File: src/rtl/rhs_pkg.sv
package rhs_pkg;

    localparam int DEF_BUFFER_BYTES_LOG2 = 24;
    localparam int DEF_RECORD_ID_BITS    = 16;

    localparam logic [2:0] ST_OK          = 3'd0;
    localparam logic [2:0] ST_BAD_MARK    = 3'd1;
    localparam logic [2:0] ST_NO_URLTOP   = 3'd2;
    localparam logic [2:0] ST_NO_URL      = 3'd3;
    localparam logic [2:0] ST_NO_TITLE    = 3'd4;
    localparam logic [2:0] ST_NO_TIME     = 3'd5;
    localparam logic [2:0] ST_NO_EOD      = 3'd6;

    localparam logic [7:0] CH_HASH  = 8'h23;
    localparam logic [7:0] CH_SPACE = 8'h20;
    localparam logic [7:0] CH_NL    = 8'h0A;
    localparam logic [7:0] CH_TAB   = 8'h09;
    localparam logic [7:0] CH_VT    = 8'h0B;
    localparam logic [7:0] CH_FF    = 8'h0C;
    localparam logic [7:0] CH_CR    = 8'h0D;
    localparam logic [7:0] CH_PLUS  = 8'h2B;
    localparam logic [7:0] CH_MINUS = 8'h2D;
    localparam logic [7:0] CH_ZERO  = 8'h30;
    localparam logic [7:0] CH_NINE  = 8'h39;
    localparam logic [7:0] CH_E     = 8'h45;
    localparam logic [7:0] CH_O     = 8'h4F;
    localparam logic [7:0] CH_D     = 8'h44;

    typedef struct packed {
        logic       is_hash;
        logic       is_space;
        logic       is_nl;
        logic       is_blank;
        logic       is_sign;
        logic       is_minus;
        logic       is_digit;
        logic [3:0] digit;
        logic       is_e;
        logic       is_o;
        logic       is_d;
        logic       last;
    } t_cls;

    function automatic t_cls classify(input logic [7:0] c, input logic last);
        t_cls       r;
        logic [7:0] d;
        d          = c - CH_ZERO;
        r.is_hash  = (c == CH_HASH);
        r.is_space = (c == CH_SPACE);
        r.is_nl    = (c == CH_NL);
        r.is_blank = (c == CH_SPACE) || (c == CH_TAB) || (c == CH_VT) ||
                     (c == CH_FF) || (c == CH_CR);
        r.is_sign  = (c == CH_PLUS) || (c == CH_MINUS);
        r.is_minus = (c == CH_MINUS);
        r.is_digit = (c >= CH_ZERO) && (c <= CH_NINE);
        r.digit    = d[3:0];
        r.is_e     = (c == CH_E);
        r.is_o     = (c == CH_O);
        r.is_d     = (c == CH_D);
        r.last     = last;
        return r;
    endfunction

endpackage

File: src/rtl/record_header_splitter.sv
// A byte's result, if any, passes from a queue entry to the output register; a
// stalled output can hold the byte in the queue before the parser takes it.
// Throughput: one byte per cycle while the output is not stalled, set by the
// header parser's per-byte update (phase step, field counter, times-ten time accumulate).
// A two-entry queue separates byte classification from the parser; an output
// register holds a result while the parser keeps going, unless that result is stalled.
// Reset (i_rst_n low, synchronous): queue emptied, parser to hash-mark phase,
// offsets and record ids zero.
module record_header_splitter import rhs_pkg::*; #(
    parameter int BUFFER_BYTES_LOG2 = DEF_BUFFER_BYTES_LOG2,
    parameter int RECORD_ID_BITS    = DEF_RECORD_ID_BITS
) (
    input  logic                         i_clk,
    input  logic                         i_rst_n,
    input  logic                         i_valid,
    output logic                         o_stall,
    input  logic [7:0]                   i_text_byte,
    input  logic                         i_buffer_end,
    output logic                         o_valid,
    input  logic                         i_stall,
    output logic [2:0]                   o_status,
    output logic [RECORD_ID_BITS-1:0]    o_record_id,
    output logic [BUFFER_BYTES_LOG2-1:0] o_record_start,
    output logic [BUFFER_BYTES_LOG2-1:0] o_urltop_length,
    output logic [BUFFER_BYTES_LOG2-1:0] o_url_length,
    output logic [BUFFER_BYTES_LOG2-1:0] o_title_length,
    output logic [31:0]                  o_fetch_time,
    output logic [BUFFER_BYTES_LOG2-1:0] o_body_start,
    output logic [BUFFER_BYTES_LOG2-1:0] o_body_len,
    output logic [BUFFER_BYTES_LOG2-1:0] o_record_size
);

    logic w_q_valid;
    logic w_pop;
    t_cls w_q_item;

    rhs_front u_front (
        .i_clk        (i_clk),
        .i_rst_n      (i_rst_n),
        .i_valid      (i_valid),
        .i_text_byte  (i_text_byte),
        .i_buffer_end (i_buffer_end),
        .o_stall      (o_stall),
        .i_pop        (w_pop),
        .o_q_valid    (w_q_valid),
        .o_q_item     (w_q_item)
    );

    rhs_back #(
        .BUFFER_BYTES_LOG2 (BUFFER_BYTES_LOG2),
        .RECORD_ID_BITS    (RECORD_ID_BITS)
    ) u_back (
        .i_clk           (i_clk),
        .i_rst_n         (i_rst_n),
        .i_q_valid       (w_q_valid),
        .i_q_item        (w_q_item),
        .o_pop           (w_pop),
        .i_stall         (i_stall),
        .o_valid         (o_valid),
        .o_status        (o_status),
        .o_record_id     (o_record_id),
        .o_record_start  (o_record_start),
        .o_urltop_length (o_urltop_length),
        .o_url_length    (o_url_length),
        .o_title_length  (o_title_length),
        .o_fetch_time    (o_fetch_time),
        .o_body_start    (o_body_start),
        .o_body_len      (o_body_len),
        .o_record_size   (o_record_size)
    );

    a_err_fields_zero: assert property (@(posedge i_clk) disable iff (!i_rst_n)
        (o_valid && o_status != ST_OK) |->
            (o_urltop_length == '0 && o_url_length == '0 && o_title_length == '0 &&
             o_fetch_time == 32'd0 && o_body_len == '0 && o_record_size == '0))
        else $error("error result carries nonzero fields");

    a_full_not_empty: assert property (@(posedge i_clk) disable iff (!i_rst_n)
        o_stall |-> w_q_valid)
        else $error("input stalled with empty queue");

    a_pop_needs_item: assert property (@(posedge i_clk) disable iff (!i_rst_n)
        w_pop |-> (w_q_valid && (!o_valid || !i_stall)))
        else $error("parser popped without item or output room");

    a_reset_clears_out: assert property (@(posedge i_clk)
        !i_rst_n |=> (!o_valid && !o_stall))
        else $error("output valid or stall after reset");

endmodule

File: src/rtl/rhs_front.sv
module rhs_front import rhs_pkg::*; (
    input  logic       i_clk,
    input  logic       i_rst_n,
    input  logic       i_valid,
    input  logic [7:0] i_text_byte,
    input  logic       i_buffer_end,
    output logic       o_stall,
    input  logic       i_pop,
    output logic       o_q_valid,
    output t_cls       o_q_item
);

    t_cls       r_mem [2];
    logic       r_wr_ptr;
    logic       r_rd_ptr;
    logic [1:0] r_count;
    logic       w_push;

    assign o_stall   = (r_count == 2'd2);
    assign w_push    = i_valid && !o_stall;
    assign o_q_valid = (r_count != 2'd0);
    assign o_q_item  = r_mem[r_rd_ptr];

    always_ff @(posedge i_clk) begin
        if (w_push) begin
            r_mem[r_wr_ptr] <= classify(i_text_byte, i_buffer_end);
        end
    end

    always_ff @(posedge i_clk) begin
        if (!i_rst_n) begin
            r_wr_ptr <= 1'b0;
            r_rd_ptr <= 1'b0;
            r_count  <= 2'd0;
        end else begin
            if (w_push) begin
                r_wr_ptr <= ~r_wr_ptr;
            end
            if (i_pop) begin
                r_rd_ptr <= ~r_rd_ptr;
            end
            case ({w_push, i_pop})
                2'b10:   r_count <= r_count + 2'd1;
                2'b01:   r_count <= r_count - 2'd1;
                default: r_count <= r_count;
            endcase
        end
    end

endmodule

File: src/rtl/rhs_back.sv
module rhs_back import rhs_pkg::*; #(
    parameter int BUFFER_BYTES_LOG2 = DEF_BUFFER_BYTES_LOG2,
    parameter int RECORD_ID_BITS    = DEF_RECORD_ID_BITS
) (
    input  logic                         i_clk,
    input  logic                         i_rst_n,
    input  logic                         i_q_valid,
    input  t_cls                         i_q_item,
    output logic                         o_pop,
    input  logic                         i_stall,
    output logic                         o_valid,
    output logic [2:0]                   o_status,
    output logic [RECORD_ID_BITS-1:0]    o_record_id,
    output logic [BUFFER_BYTES_LOG2-1:0] o_record_start,
    output logic [BUFFER_BYTES_LOG2-1:0] o_urltop_length,
    output logic [BUFFER_BYTES_LOG2-1:0] o_url_length,
    output logic [BUFFER_BYTES_LOG2-1:0] o_title_length,
    output logic [31:0]                  o_fetch_time,
    output logic [BUFFER_BYTES_LOG2-1:0] o_body_start,
    output logic [BUFFER_BYTES_LOG2-1:0] o_body_len,
    output logic [BUFFER_BYTES_LOG2-1:0] o_record_size
);

    localparam int P  = BUFFER_BYTES_LOG2;
    localparam int ID = RECORD_ID_BITS;

    localparam logic [3:0] PH_HASH   = 4'd0;
    localparam logic [3:0] PH_SPACE  = 4'd1;
    localparam logic [3:0] PH_URLTOP = 4'd2;
    localparam logic [3:0] PH_URL    = 4'd3;
    localparam logic [3:0] PH_TITLE  = 4'd4;
    localparam logic [3:0] PH_TIME   = 4'd5;
    localparam logic [3:0] PH_BODY   = 4'd6;
    localparam logic [3:0] PH_TAIL   = 4'd7;
    localparam logic [3:0] PH_SKIP   = 4'd8;

    localparam logic [1:0] TS_BLANK  = 2'd0;
    localparam logic [1:0] TS_SIGN   = 2'd1;
    localparam logic [1:0] TS_DIGITS = 2'd2;
    localparam logic [1:0] TS_DONE   = 2'd3;

    logic [3:0]    r_phase, n_phase;
    logic [P-1:0]  r_pos, n_pos;
    logic [P-1:0]  r_origin, n_origin;
    logic [ID-1:0] r_cnt, n_cnt;
    logic [P-1:0]  r_field, n_field;
    logic [P-1:0]  r_ut, n_ut;
    logic [P-1:0]  r_u, n_u;
    logic [P-1:0]  r_t, n_t;
    logic [31:0]   r_acc, n_acc;
    logic [1:0]    r_ts, n_ts;
    logic          r_neg, n_neg;
    logic [P-1:0]  r_body, n_body;
    logic [2:0]    r_eod, n_eod;

    logic          r_out_valid;
    logic [2:0]    r_o_status;
    logic [ID-1:0] r_o_id;
    logic [P-1:0]  r_o_start, r_o_ut, r_o_u, r_o_t, r_o_bstart, r_o_bsize, r_o_rsize;
    logic [31:0]   r_o_time;

    logic          w_pop;
    logic          w_emit;
    logic          w_ok;
    logic          w_late;
    logic [2:0]    w_code;
    logic [P-1:0]  w_bsize;
    logic [P-1:0]  w_rsize;
    t_cls          c;

    assign c     = i_q_item;
    assign w_pop = i_q_valid && (!r_out_valid || !i_stall);
    assign o_pop = w_pop;

    always_comb begin
        n_phase  = r_phase;
        n_pos    = r_pos;
        n_origin = r_origin;
        n_cnt    = r_cnt;
        n_field  = r_field;
        n_ut     = r_ut;
        n_u      = r_u;
        n_t      = r_t;
        n_acc    = r_acc;
        n_ts     = r_ts;
        n_neg    = r_neg;
        n_body   = r_body;
        n_eod    = r_eod;
        w_emit   = 1'b0;
        w_ok     = 1'b0;
        w_late   = 1'b0;
        w_code   = ST_OK;
        if (w_pop) begin
            unique case (r_phase)
                PH_HASH: begin
                    n_origin = r_pos;
                    n_field  = '0;
                    n_ut     = '0;
                    n_u      = '0;
                    n_t      = '0;
                    n_acc    = '0;
                    n_ts     = TS_BLANK;
                    n_neg    = 1'b0;
                    n_body   = '0;
                    n_eod    = '0;
                    if (c.is_hash) begin
                        n_phase = PH_SPACE;
                    end else begin
                        w_emit  = 1'b1;
                        w_code  = ST_BAD_MARK;
                        n_phase = PH_SKIP;
                    end
                end
                PH_SPACE: begin
                    if (c.is_space) begin
                        n_phase = PH_URLTOP;
                        n_field = '0;
                    end else begin
                        w_emit  = 1'b1;
                        w_code  = ST_BAD_MARK;
                        n_phase = PH_SKIP;
                    end
                end
                PH_URLTOP, PH_URL, PH_TITLE: begin
                    if (c.is_space) begin
                        if (r_phase == PH_URLTOP) begin
                            n_ut = r_field;
                        end else if (r_phase == PH_URL) begin
                            n_u = r_field;
                        end else begin
                            n_t = r_field;
                        end
                        n_field = '0;
                        n_phase = r_phase + 4'd1;
                    end else begin
                        n_field = r_field + P'(1);
                    end
                end
                PH_TIME: begin
                    if (c.is_nl) begin
                        if (r_neg) begin
                            n_acc = 32'd0 - r_acc;
                        end
                        n_body  = r_pos + P'(1);
                        n_eod   = '0;
                        n_phase = PH_BODY;
                    end else if (c.is_digit && r_ts != TS_DONE) begin
                        n_acc = (r_acc << 3) + (r_acc << 1) + {28'd0, c.digit};
                        n_ts  = TS_DIGITS;
                    end else if (r_ts == TS_BLANK && c.is_blank) begin
                        n_ts = r_ts;
                    end else if (r_ts == TS_BLANK && c.is_sign) begin
                        n_neg = c.is_minus;
                        n_ts  = TS_SIGN;
                    end else begin
                        n_ts = TS_DONE;
                    end
                end
                PH_BODY: begin
                    if (c.is_nl) begin
                        n_eod = 3'd1;
                    end else if (r_eod == 3'd1 && c.is_e) begin
                        n_eod = 3'd2;
                    end else if (r_eod == 3'd2 && c.is_o) begin
                        n_eod = 3'd3;
                    end else if (r_eod == 3'd3 && c.is_d) begin
                        n_eod   = 3'd4;
                        n_phase = PH_TAIL;
                    end else begin
                        n_eod = '0;
                    end
                end
                PH_TAIL: begin
                    w_emit  = 1'b1;
                    w_ok    = 1'b1;
                    n_phase = PH_HASH;
                end
                default: begin
                    n_phase = r_phase;
                end
            endcase

            if (c.last) begin
                if (!w_emit) begin
                    unique case (n_phase)
                        PH_SPACE:  begin w_emit = 1'b1; w_code = ST_BAD_MARK;  end
                        PH_URLTOP: begin w_emit = 1'b1; w_code = ST_NO_URLTOP; end
                        PH_URL:    begin w_emit = 1'b1; w_code = ST_NO_URL;    end
                        PH_TITLE:  begin w_emit = 1'b1; w_code = ST_NO_TITLE;  end
                        PH_TIME:   begin w_emit = 1'b1; w_code = ST_NO_TIME;   end
                        PH_BODY:   begin w_emit = 1'b1; w_code = ST_NO_EOD;    end
                        PH_TAIL: begin
                            w_emit = 1'b1;
                            w_ok   = 1'b1;
                            w_late = 1'b1;
                        end
                        default: begin
                            w_emit = 1'b0;
                        end
                    endcase
                end
                n_phase = PH_HASH;
                n_eod   = '0;
                n_field = '0;
                n_pos   = '0;
            end else begin
                n_pos = r_pos + P'(1);
            end

            if (w_ok) begin
                n_cnt = r_cnt + ID'(1);
            end
        end
    end

    // record end is pos+1 (pos+2 when the buffer stops right after EOD)
    assign w_bsize = r_pos - r_body - (w_late ? P'(3) : P'(4));
    assign w_rsize = r_pos - r_origin + (w_late ? P'(2) : P'(1));

    always_ff @(posedge i_clk) begin
        if (!i_rst_n) begin
            r_phase  <= PH_HASH;
            r_pos    <= '0;
            r_origin <= '0;
            r_cnt    <= '0;
            r_field  <= '0;
            r_ut     <= '0;
            r_u      <= '0;
            r_t      <= '0;
            r_acc    <= '0;
            r_ts     <= TS_BLANK;
            r_neg    <= 1'b0;
            r_body   <= '0;
            r_eod    <= '0;
        end else begin
            r_phase  <= n_phase;
            r_pos    <= n_pos;
            r_origin <= n_origin;
            r_cnt    <= n_cnt;
            r_field  <= n_field;
            r_ut     <= n_ut;
            r_u      <= n_u;
            r_t      <= n_t;
            r_acc    <= n_acc;
            r_ts     <= n_ts;
            r_neg    <= n_neg;
            r_body   <= n_body;
            r_eod    <= n_eod;
        end
    end

    always_ff @(posedge i_clk) begin
        if (!i_rst_n) begin
            r_out_valid <= 1'b0;
        end else if (w_pop && w_emit) begin
            r_out_valid <= 1'b1;
        end else if (!i_stall) begin
            r_out_valid <= 1'b0;
        end
    end

    always_ff @(posedge i_clk) begin
        if (w_pop && w_emit) begin
            r_o_status <= w_ok ? ST_OK : w_code;
            r_o_id     <= r_cnt;
            r_o_start  <= n_origin;
            r_o_ut     <= w_ok ? r_ut    : '0;
            r_o_u      <= w_ok ? r_u     : '0;
            r_o_t      <= w_ok ? r_t     : '0;
            r_o_time   <= w_ok ? r_acc   : 32'd0;
            r_o_bstart <= w_ok ? r_body  : '0;
            r_o_bsize  <= w_ok ? w_bsize : '0;
            r_o_rsize  <= w_ok ? w_rsize : '0;
        end
    end

    assign o_valid         = r_out_valid;
    assign o_status        = r_o_status;
    assign o_record_id     = r_o_id;
    assign o_record_start  = r_o_start;
    assign o_urltop_length = r_o_ut;
    assign o_url_length    = r_o_u;
    assign o_title_length  = r_o_t;
    assign o_fetch_time    = r_o_time;
    assign o_body_start    = r_o_bstart;
    assign o_body_len      = r_o_bsize;
    assign o_record_size   = r_o_rsize;

endmodule
File: config.mk
export PLATFORM = sky130hd
export DESIGN_NAME = record_header_splitter
export DESIGN_NICKNAME = d
export VERILOG_FILES = /design/src/rtl/rhs_pkg.sv /design/src/rtl/record_header_splitter.sv /design/src/rtl/rhs_front.sv /design/src/rtl/rhs_back.sv
export SDC_FILE = /design/constraint.sdc
export NUM_CORES = 1
export LEC_CHECK = 0
export ABC_AREA = 1
export BUFFER_PORTS_ARGS = -buffer_cell sky130_fd_sc_hd__clkbuf_2
export CORE_UTILIZATION = 30
export CTS_CLUSTER_SIZE = 16
export DETAILED_ROUTE_END_ITERATION = 10
export REMOVE_ABC_BUFFERS = 1
export SLEW_MARGIN = 20
export SYNTH_ARGS = -nofsm -noshare
export SYNTH_HDL_FRONTEND = slang
export SYNTH_SLANG_ARGS = --single-unit
File: constraint.sdc
create_clock -name i_clk -period 13.78 [get_ports i_clk]
set_input_delay 2.067 -clock i_clk [delete_from_list [all_inputs] [get_ports i_clk]]
set_output_delay 2.067 -clock i_clk [all_outputs]
set_load 0.005 [all_outputs]
# Word level (Yosys, flattened, before mapping)
# Memory sizes are Yosys's and may differ from the RTL's. A register that Yosys moved wholly into a read port is not among the register bits.
# Index checks and enable logic that the tools add are counted.
# Widths: inputs -> output; s select.
dict set report word_totals {
  ff_bits 450
  ramBits 30
  inputBits 13
  out_inout_bits 221
  word_cells 221
  n_memories 1
}
# name depth word_bits rd rd_ports_with_merged_regs wr line
set mem_list {}
lappend mem_list {u_front.r_mem 2 15 1 1 1 rhs_front.sv:13} ;# t_cls r_mem [2];
dict set report classes {
  addsub 14
  n_lt_le_gt_ge 2
  n_eq_ne 49
  n_mux 85
  bitwise_logic 3
  n_reduce_logical 40
}
# op count
set ops {}
lappend ops {{$mux 24} 15}
lappend ops {{$pmux 24 s2} 4}
lappend ops {{$mux 32} 3}
lappend ops {{$pmux 24 s3} 1}
lappend ops {{$sub 24x24->24} 3}
lappend ops {{$pmux 32 s2} 1}
lappend ops {{$add 24x1->24 const B} 2}
lappend ops {{$eq 8x4->1 const B} 5}
lappend ops {{$mux 4} 10}
lappend ops {{$add 32x32->32} 1}
lappend ops {{$add 32x4->32} 1}
lappend ops {{$eq 4x3->1 const B} 8}
lappend ops {{$eq 8x6->1 const B} 4}
lappend ops {{$sub 1x32->32 const A} 1}
lappend ops {{$mux 1} 29}
lappend ops {{$mux 3} 9}
lappend ops {{$add 24x24->24} 1}
lappend ops {{$eq 8x7->1 const B} 3}
lappend ops {{$pmux 4 s6} 1}
lappend ops {{$pmux 3 s6} 1}
lappend ops {{$add 16x1->16 const B} 1}
lappend ops {{$eq 4x2->1 const B} 4}
lappend ops {{$ne 2x1->1 const B} 6}
lappend ops {{$ne 2x2->1 const B} 6}
lappend ops {{other kinds (35)} 73}

# Longest topological paths before layout
dict set report depth {
  depth_word 16
  depth_mapped 26
  ltp_nobuf 26
}

# Hierarchy
# From an unflattened synthesis, not the netlist that was laid out.
dict set report hier_totals {
  cells_unflattened 3241
  area_unflattened_um2 26157.6
}
# module n_inst cells_per_inst area_each_um2 seq_area_each_um2
set by_module_without_submodules {}
lappend by_module_without_submodules {rhs_back 1 3116 24609.9 11120.7}
lappend by_module_without_submodules {rhs_front 1 125 1547.7 1001.0}

# Worst setup path after synthesis
# No wires, ideal clock.
dict set report synth_timing {
  path_type {input -> register}
  startpoint {in i_stall}
  endpoint {reg u_back.r_o_bsize[0], in the netlist u_back.o_body_len[0] (enable)}
  setup_ns 1.721
  arrival_ns 6.314
  required_ns 12.059
  path_slack_ns 5.745
  path_stages 6
  path_buffers 1
  cell_sequence {nand2_1 > o21ai_1 > inv_1 > buf_2 > o21ai_0 > nand2_1}
}
dict set report synth_between {
  elab_chain_len 5
}
# item line
set synth_lines {}
lappend synth_lines {{start: declaration} record_header_splitter.sv:20} ;# input logic i_stall,
lappend synth_lines {{$logic_not 1->1 *} rhs_back.sv:72} ;# assign w_pop = i_q_valid && (!r_out_valid || !i_stall);
lappend synth_lines {{$logic_or 1x1->1 *} rhs_back.sv:72}
lappend synth_lines {{$logic_and 1x1->1 *} rhs_back.sv:72}
lappend synth_lines {{$mux 1} rhs_back.sv:93} ;# if (w_pop) begin
lappend synth_lines {{$logic_and 1x1->1 *} rhs_back.sv:263} ;# if (w_pop && w_emit) begin
lappend synth_lines {{end signal: assignment} rhs_back.sv:272} ;# r_o_bsize <= w_ok ? w_bsize : '0;
lappend synth_lines {{end: declaration} rhs_back.sv:59} ;# logic [P-1:0] r_o_start, r_o_ut, r_o_u, r_o_t, r_o_bstart, r_o_bsize, r_o_rsize;
# Every way passes the cells marked *; elsewhere a longest branch is shown, timed or not.
# A chain may end at the register's enable or synchronous reset.

==> reports/metrics.csv <==
metric,value,unit
post-cts hold buffer count,0,
WL/cell,15.8,µm
placed wire-length estimate,53.0,mm
Max Fanout on Critical Path,32,
"Hold Vio Cnt, Final",0,
Yosys warning total,0,
"Design Area, Final",29800,µm²
Fillers,8929,
Yosys top cell area share,29.0,%
WL final,72.1,mm
RD Place Congestion,0.923,
Post-Synthesis Cells,3172,
total of max-cap violations,0,
TritonCTS buffer count,51,
Most used DFF post-synth,edfxtp_1,
core area,85100,µm²
worst slew pin tran,1120,ps
Max Slew Vio Count,0,
mean post-synth cell area,8.12,µm²
Die Wd,295,µm
share of the yosys chip area belonging to registers,47.1,%
initial antenna violation count,2,
Area after DPL,28000,µm²
status,"finished, final reports clean",
R2R Path End,u_back.o_body_len[16]$_SDFFCE_PN0P_,
H-tree Lvls,2,
first-pass GRT wire length,113,mm
drt first pass iters,6,
worst hold path type,reg -> reg,
WHS Endpoint,u_back.r_ut[17]$_SDFFE_PN0P_,
Non-Filler Instances,4564,
startpoint type of the worst setup path,flip-flop,
power per cell area,194,nW/µm²
Worst R2R Path Depth,23,
Worst EP arrival,6580,ps
Clock Tree Root,clkbuf_16,
Pleak,12.8,nW
Synth async-reset ratio,0,%
reg2reg setup slack,7530,ps
most frequent cell after synthesis,nand2_1,
pin count of the biggest net entering global routing,149,
worst hold slack,453,ps
"Power, Total",5.78,mW
layout cell share with drive strength beyond 1,11.4,%
vias per inst,4.76,
# rows,107,
CTS resizes,0,
WS Path Type,reg -> reg,
CP required,14110,ps
Starting DRT DRC Count,1620,
synthesized area,25800,µm²
Worst Hold Depth,2,
Vias,21721,
post-CTS setup buffers,0,
area of the multi-input gates,11400,µm²
number of global-route vias before repair,20581,
gr usage total,16.3,%
post-synthesis cell type count,51,
number of flops mapped to enable cells by yosys,249,
clock input transition at the sequential cells of the worst setup and hold paths,60,ps
input/output buffers,233,
height of the die,295,µm
setup tns final,0,ps
Slew headroom,25.1,%
io pins,234,
worst hold start,u_back.r_ut[17]$_SDFFE_PN0P_,
"Period Utilization, post-route",45.3,%
maximum clock insertion buffer count,3,
skew final,26.4,ps
Clock Latency Late Sink,610,ps
synth cell count leaders,"nand2_1 (563), inv_1 (454), nor2_1 (384), a21oi_1 (333), edfxtp_1 (249)",
dpl cells,4467,
fin nets,3553,
setup violators final,0,
f_max,0.160,GHz
Starting Density,30.3,%
maximum vdd drop,0.000308,V
cell taking the most area after synthesis,edfxtp_1,
FF/Latch Area,12100,µm²
die area,87000,µm²
residual DRC count,0,
Seq cells post-synth,481,
grt total ovfl,0,
CTS sink count,481,
TritonCTS clock tree,yes,
Area Growth Syn to Fin,15.8,%
RSZ-0062 raised after global routing,false,
synth top area cells,"edfxtp_1 (29%), dfxtp_1 (18%), nand2_1 (8.2%)",
minimum clock period,6250,ps
post-route ant nets,0,
Critical Path Sink Type,flip-flop,
[how the worst max path moves through the flow]
stage                     startpoint                                   to  cells after the start
after detailed placement     i_stall  u_back.o_body_len[16]$_SDFFCE_PN0P_                     18
after CTS                  flip-flop  u_back.o_body_len[16]$_SDFFCE_PN0P_                     23
after global routing       flip-flop  u_back.o_body_len[16]$_SDFFCE_PN0P_                     23
after floorplan              i_stall   u_back.o_body_len[0]$_SDFFCE_PN0P_                      5
final                      flip-flop  u_back.o_body_len[16]$_SDFFCE_PN0P_                     23
after global placement       i_stall  u_back.o_body_len[16]$_SDFFCE_PN0P_                     18
[cell usage in the layout, fill, tap and decap left out, types with 8 or more instances in the layout]
cell type  instances
nand2_1          562
inv_1            453
nor2_1           383
a21oi_1          333
edfxtp_1         249
clkbuf_2         233
dfxtp_1          232
o21ai_0          207
nand3_1          165
ha_1             157
xor2_1            51
clkbuf_16         51
nand4_1           49
nor3_1            47
nor4_1            23
or2_2             21
xnor2_1           18
a31oi_1           14
buf_4             14
a21o_1            12
o21bai_1           9
inv_2              8
[stage by stage]
step | setup WS [ps] | util (%)
floorplan | 4520 | -
global placement | 7600 | 32.9
detailed placement | 7540 | 32.9
CTS | 7540 | 35.0
global route | 6830 | 35.0
finish | 7530 | 35.0
[final cells by class]
class                           instances  share of cell area [%]
Timing Repair Buffer                  248                    4.33
Inverter                              464                    5.85
Multi-Input combinational cell       2130                    38.4
Tap cell                             1144                    4.80
Antenna cell                            1                 0.00839
Clock inverter                         32                    1.35
Sequential cell                       481                    40.7
Clock buffer                           64                    4.65
[power breakdown]
group | internal (mW) | switching [mW] | total [mW]
registers | 2.16 | 0.192 | 2.35
logic | 0.576 | 1.39 | 1.97
clock network | 0.855 | 0.612 | 1.47
total | 3.59 | 2.19 | 5.78
[layer usage]
metal / vias up / part of all wire (%) / GRT usage, %
met3: 137 / 4.9 / 2.32
li1: 10954 / - / -
met4: 0 / 3.8 / 6.50
met2: 571 / 47 / 27.4
met5: - / 0 / 0
met1: 10059 / 44 / 21.2
[worst max-delay path, cell delays in order, from the launching register on]
cell	delay, ps
dfxtp_1	620
inv_2	220
nand2_1	120
nand2_2	420
inv_2	740
nand3_1	200
nand2_1	90
nand2_1	50
nand3_1	120
nand3_1	170
nor3_1	440
inv_1	240
fa_1	560
inv_1	50
ha_1	180
or2_2	330
fa_1	460
a21oi_1	260
inv_1	140
a21oi_1	200
o21ai_0	120
xor2_1	150
inv_1	60
nor2_1	30
[logic make-up (layout without fill, tap and decap cells)]
kind of cell	after synthesis	count (layout)	synth area share, %
DFF	481	481	47.1
AOI/OAI and AO/OA	613	613	12.6
other	0	1	0
and+or+nand+nor	1284	1284	21.2
xor gates and xnor gates	69	69	2.35
buffers and inverters	561	808	8.64
adders and majority gates	164	164	8.17
(Power assumes the default switching activity.)
